### config.mk
export PLATFORM = sky130hd
export DESIGN_NAME = pal_cell
export DESIGN_NICKNAME = d
export VERILOG_FILES = /design/src/design/pal_pkg.sv /design/src/design/pal_cell.sv
export SDC_FILE = /design/constraint.sdc
export NUM_CORES = 1
export LEC_CHECK = 0
export BUFFER_PORTS_ARGS = -buffer_cell sky130_fd_sc_hd__buf_2
export CAP_MARGIN = 20
export CORE_MARGIN = 1
export CORE_UTILIZATION = 42
export DETAILED_ROUTE_END_ITERATION = 7
export PLACE_DENSITY = 0.85
export SETUP_SLACK_MARGIN = 0.1
export SLEW_MARGIN = 20
export SYNTH_ARGS = -nofsm -noshare
export SYNTH_HDL_FRONTEND = slang
export SYNTH_SLANG_ARGS = --single-unit
### constraint.sdc
create_clock -name clk -period 5.6 [get_ports clk]
set_input_delay 0.84 -clock clk [delete_from_list [all_inputs] [get_ports clk]]
set_output_delay 0.84 -clock clk [all_outputs]
set_load 0.01 [all_outputs]
### src/design/pal_pkg.sv
package pal_pkg;

  // List geometry, fixed by the widths of the position and length fields
  localparam int unsigned DEPTH  = 64;
  localparam int unsigned POS_W  = 6;
  localparam int unsigned LEN_W  = 7;
  localparam int unsigned DATA_W = 32;

  // Register file: one register, byte address 4*index
  localparam int unsigned ADDR_W = 3;
  localparam int unsigned IDX_W  = ADDR_W - 2;
  localparam logic [IDX_W-1:0] REG_CAPACITY = IDX_W'(0);
  localparam logic [LEN_W-1:0] CAP_RESET    = LEN_W'(64);

  // Request codes
  typedef enum logic [1:0] {
    FN_INSERT = 2'd0,
    FN_DELETE = 2'd1,
    FN_GET    = 2'd2,
    FN_CLEAR  = 2'd3
  } func_t;

  // Result status codes
  typedef enum logic [1:0] {
    ST_OK    = 2'd0,
    ST_FULL  = 2'd1,
    ST_RANGE = 2'd2
  } status_t;

  // Per-cycle move of the cell row
  typedef enum logic [1:0] {
    CELL_HOLD   = 2'd0,
    CELL_INSERT = 2'd1,
    CELL_DELETE = 2'd2
  } cell_op_t;

  // Broadcast control to every cell
  typedef struct packed {
    cell_op_t           op;
    logic [POS_W-1:0]   pos;
  } cell_ctrl_t;

endpackage

### src/design/pal_cell.sv
module pal_cell #(
  parameter int unsigned CELL_IDX = 0
) (
  input  logic                        clk,
  input  pal_pkg::cell_ctrl_t         ctrl,
  input  logic [pal_pkg::DATA_W-1:0]  word_in,
  input  logic [pal_pkg::DATA_W-1:0]  left_in,
  input  logic [pal_pkg::DATA_W-1:0]  right_in,
  output logic [pal_pkg::DATA_W-1:0]  data_out,
  output logic [pal_pkg::DATA_W-1:0]  rd_out
);

  localparam logic [pal_pkg::POS_W-1:0] MY_IDX = pal_pkg::POS_W'(CELL_IDX);

  logic [pal_pkg::DATA_W-1:0] data_r;
  logic [pal_pkg::DATA_W-1:0] data_nxt;

  // Pick the next word: load, take from below, take from above, or hold
  always_comb begin
    data_nxt = data_r;
    unique case (ctrl.op)
      pal_pkg::CELL_INSERT: begin
        if (MY_IDX == ctrl.pos) begin
          data_nxt = word_in;
        end else if (MY_IDX > ctrl.pos) begin
          data_nxt = left_in;
        end
      end
      pal_pkg::CELL_DELETE: begin
        if (MY_IDX >= ctrl.pos) begin
          data_nxt = right_in;
        end
      end
      default: begin
        data_nxt = data_r;
      end
    endcase
  end

  always_ff @(posedge clk) begin
    data_r <= data_nxt;
  end

  // Drive the shared read bus only when addressed
  assign data_out = data_r;
  assign rd_out   = (MY_IDX == ctrl.pos) ? data_r : '0;

endmodule
# Yosys cells after proc, flatten, opt, wreduce, memory -nomap -nowiden
# Index checks and enable logic that the tools add are counted.
# op_classes
magnitude_cmp	2
n_eq_ne	4
muxes	5
n_reduce_logical	3
# op_table
cell	n
$mux W32	4
$pmux W32 S2	1
$ge A1 B6 Y1 const A	1
$gt A1 B6 Y1 const A	1
$logic_not A6 Y1	1
$ne A3 B3 Y1 const B	1
$reduce_and A3 Y1	1
$eq A2 B1 Y1 const B	1
$eq A2 B2 Y1 const B	1
$ne A2 B2 Y1 const B	1
$reduce_bool A2 Y1	1
# word_totals
register_bits	32
inputBits	105
output_inout_bits	64

# Longest topological paths before layout
# logic_depth
word_depth	4
ltp_mapped	6
ltp_nobuf	5

# Least setup slack after synthesis
# No wires, ideal clock.
# synth_timing
path_kind	input port to flip-flop
start	in ctrl[3] in the netlist's numbering
end	reg data_r (netlist bit data_out[0]) (enable)
arrival_time_ns	2.892
slack_ns	2.287
path_stages	5
n_path_buf	2
path_cell_list	nor4_2 -> buf_4 -> buf_2 -> a21oi_1 -> nor2_1
# synth_via
elab_chain_len	3
word_cells_on_any_way	6
# synth_lines
element	line	source
start: declaration	pal_cell.sv:5	input pal_pkg::cell_ctrl_t ctrl,
$gt A1 B6 Y1, or another cell as far along	pal_cell.sv:25	end else if (MY_IDX > ctrl.pos) begin
$ne A3 B3 Y1 (no source line) or $ne A2 B2 Y1 (tied branches)	--	
$reduce_and A3 Y1 (no source line) (*)	--	
end signal: assignment	pal_cell.sv:41	data_r <= data_nxt;
end: declaration	pal_cell.sv:15	logic [pal_pkg::DATA_W-1:0] data_r;
# Mark *: on every way between the ends. The rest lies on a longest branch, timed or not.
# A chain may end at the register's enable or synchronous reset.

# Final worst setup path
# layout_timing
start	in ctrl[1] in the netlist's numbering
end	out rd_out[17] in the netlist's numbering
# layout_via
elab_chain_len	2
# layout_lines
element	line	source
$logic_not A6 Y1	pal_cell.sv:46	assign rd_out = (MY_IDX == ctrl.pos) ? data_r : '0;
$mux W32	pal_cell.sv:46	
end: declaration	pal_cell.sv:10	output logic [pal_pkg::DATA_W-1:0] rd_out
# Every way passes these cells.

==> results.py <==
metrics = {
    "outcome": {
        "outcome": "finished, final reports clean",
    },
    "power_and_ir_drop": {
        "p_int_uw": 455.1,
        "max-vdd-ir-drop_uv": 110.2,
        "p_leak_nw": 1.479,
        "p_sw_uw": 173.3,
        "swShare_pct": 27.58,
        "comb_power_share_pct": 25.1,
        "powerDensity_nw_per_um2": 214.9,
        "seqPwrFrac_pct": 50.4,
        "p_clk_share_pct": 24.5,
        "power.total_uw": 628.4,
    },
    "clock_network": {
        "ctsResizeCount": 0,
        "cts_tree": "yes",
        "cts_hold_buf": 0,
        "post_cts_buffers": 0,
        "clock_sinks": 32,
        "cts_made_buffers": 5,
        "htreeDepth": 2,
        "path_clk_slew_ns": 0.06,
        "cts_max_path_buffers": 2,
        "cts-root-buf": "clkbuf_8",
    },
    "timing": {
        "relSlewSlack_pct": 40.97,
        "final.setup.tns_ns": 0,
        "finalCriticalPeriod_ns": 3.140,
        "max_slew.worst_pin.slew_ns": 0.8834,
        "finalCritPeriodShare_pct": 56.07,
        "rsz0062_at_grt": "no",
        "drv_slew": 0,
        "setup_viol_count_final": 0,
        "fmax_mhz": 318.5,
        "hold_violations": 0,
    },
    "global_route": {
        "grt_overflow_total": 0,
        "grt_pass1_vias": 2202,
        "grt_start_max_net_pins": 66,
        "antenna_found_initial": 0,
        "grt_pass1_wl_um": 10100,
        "track_usage_pct": 25.41,
    },
    "layout": {
        "nNetsFinal": 461,
        "drive_gt1_share_pct": 52.56,
        "layout_common_cells": "168 x buf_2, 32 x a31oi_1, 32 x and3_1, 32 x edfxtp_1, 29 x a2bb2oi_1",
        "area.growth.synth_to_final_pct": 43.64,
        "diodes": 0,
        "largest_reg_flops": 32,
        "layout_commonest_cell": "buf_2",
    },
    "floorplan": {
        "boundaryPins": 169,
        "die_x_um": 71.62,
        "dieArea_um2": 5129,
        "core_area_um2": 4504,
        "core.rowCount": 24,
        "initial_core_util_pct": 45.19,
        "die_h_um": 71.62,
    },
    "setup_path": {
        "worstPathArrival_ns": 2.30,
        "worst-path-max-fanout": 39,
        "start_kind": "input port",
        "path_class": "input port to output pin",
        "cp-startpoint": "ctrl[1]",
        "cp.required_ns": 4.76,
        "endpoint_kind": "output pin",
    },
    "detailed_routing": {
        "wl_per_cell_um": 16.55,
        "via_per_inst": 5.728,
        "drt_wl_total_um": 6685,
        "drc": 0,
        "vias": 2314,
        "drtIter0Drc": 152,
        "first_pass_iters": 4,
        "antenna_left": 0,
    },
    "synth": {
        "synth_mux_area_share_pct": 0,
        "synth-simple-area-share_pct": 13.15,
        "ys_seq_area_share_pct": 47.20,
        "yosysTopAreaCellShare_pct": 47.20,
        "synth_xor_area_share_pct": 0,
        "syn_inst": 201,
        "synthesis.area_um2": 2036,
        "synth_compound_area_share_pct": 30.98,
        "synth_area_leader_cell": "edfxtp_1",
        "synth_top_family_by_area": "compound AO/OA/AOI/OAI gates",
        "avgSynthCellArea_um2": 10.13,
        "yosys.cell_types.count": 22,
        "yosysWarnings": 0,
        "ys_ff_latch": 32,
        "syn_nets": 308,
        "synth_fa_ha_area_share_pct": 1.229,
        "synth.area.top_cells": "edfxtp_1 47%, a2bb2oi_1 12%, a31oi_1 9.8%, and3_1 9.8%, o21ai_1 6.6%",
    },
    "min_path": {
        "hold_start": "right_in[4]",
        "hp-class": "input port to flip-flop",
    },
    "placement": {
        "hpwl_um": 4587,
        "place.gp.congestion": 0.8088,
        "portBuffers": 168,
    },
    "run": {
        "drv_cap": 0,
    },
}
## Yosys cell counts
| cell type | number |
|---|---|
| buf_4 | 3 |
| o21ai_2 | 3 |
| a31oi_1 | 32 |
| inv_1 | 2 |
| buf_2 | 5 |
| o21ai_1 | 27 |
| edfxtp_1 | 32 |
| a2bb2oi_1 | 29 |
| ha_1 | 2 |
| a21oi_1 | 1 |
| clkinv_1 | 1 |
| nand3_1 | 3 |
| or4_4 | 1 |
| nor4_2 | 1 |
| and3_1 | 32 |
| buf_6 | 3 |
| clkbuf_1 | 11 |
| buf_1 | 2 |
| nor2_1 | 6 |
| o21ai_0 | 2 |
| or2_2 | 1 |
| clkbuf_2 | 2 |
## power by group through the flow
stage	registers [mW]	clock network, mW	logic [mW]
floorplan	0.334	0	0.0621
global placement	0.321	0	0.153
detailed placement	0.321	0	0.158
CTS	0.317	0.157	0.158
global route	0.320	0.167	0.171
finish	0.317	0.154	0.158
## final cells by class
class                   count  area, um2
repair buffers            172      870.8
flip-flops and latches     32      960.9
multi-input cells         140      947.2
fillers                   381       1580
clock buffers               5      68.82
inverters                   3      11.26
well taps                  52      65.06
## metal layers
| metal | GRT usage (%) | vias to the layer above | part of all wire [%] |
|---|---|---|---|
| li1 | - | 1108 | - |
| met2 | 47.17 | 130 | 53 |
| met1 | 28.98 | 1065 | 38 |
| met3 | 5.485 | 11 | 6.4 |
| met5 | 0 | - | 0 |
| met4 | 8.061 | 0 | 1.8 |
## worst max-delay path, cell delays in order
cell,delay (ns)
buf_2,0.12
nor2_4,0.60
buf_4,0.39
and3_1,0.21
buf_2,0.13
## cell families (layout without fill, tap and decap cells)
kind of cell / Yosys count / after routing
adder cells (fa/ha/maj): 2 / 2
buffers and inverters: 29 / 180
flip-flops: 32 / 32
AO/OA/AOI/OAI: 94 / 94
AND/OR/NAND/NOR: 44 / 44
## metrics by stage
step / hold slack, ns / instance area (um2) / worst slack, ns / utilization, % / instances
global placement: 1.162 / 2855 / 2.569 / 63.39 / 399
detailed placement: 1.172 / 2855 / 2.496 / 63.39 / 399
finish: 0.8884 / 2924 / 2.460 / 64.92 / 404
CTS: 0.8819 / 2924 / 2.510 / 64.92 / 404
global route: 0.8946 / 2924 / 2.387 / 64.92 / 404
floorplan: 1.075 / 2036 / 2.287 / - / 201
## path summary, 6_finish.rpt
kind                          end  slack, ns  cells past startpoint
worst max-delay path   rd_out[17]       2.46                      5
worst min-delay path  data_out[4]       0.89                      2
(Power assumes the default switching activity.)
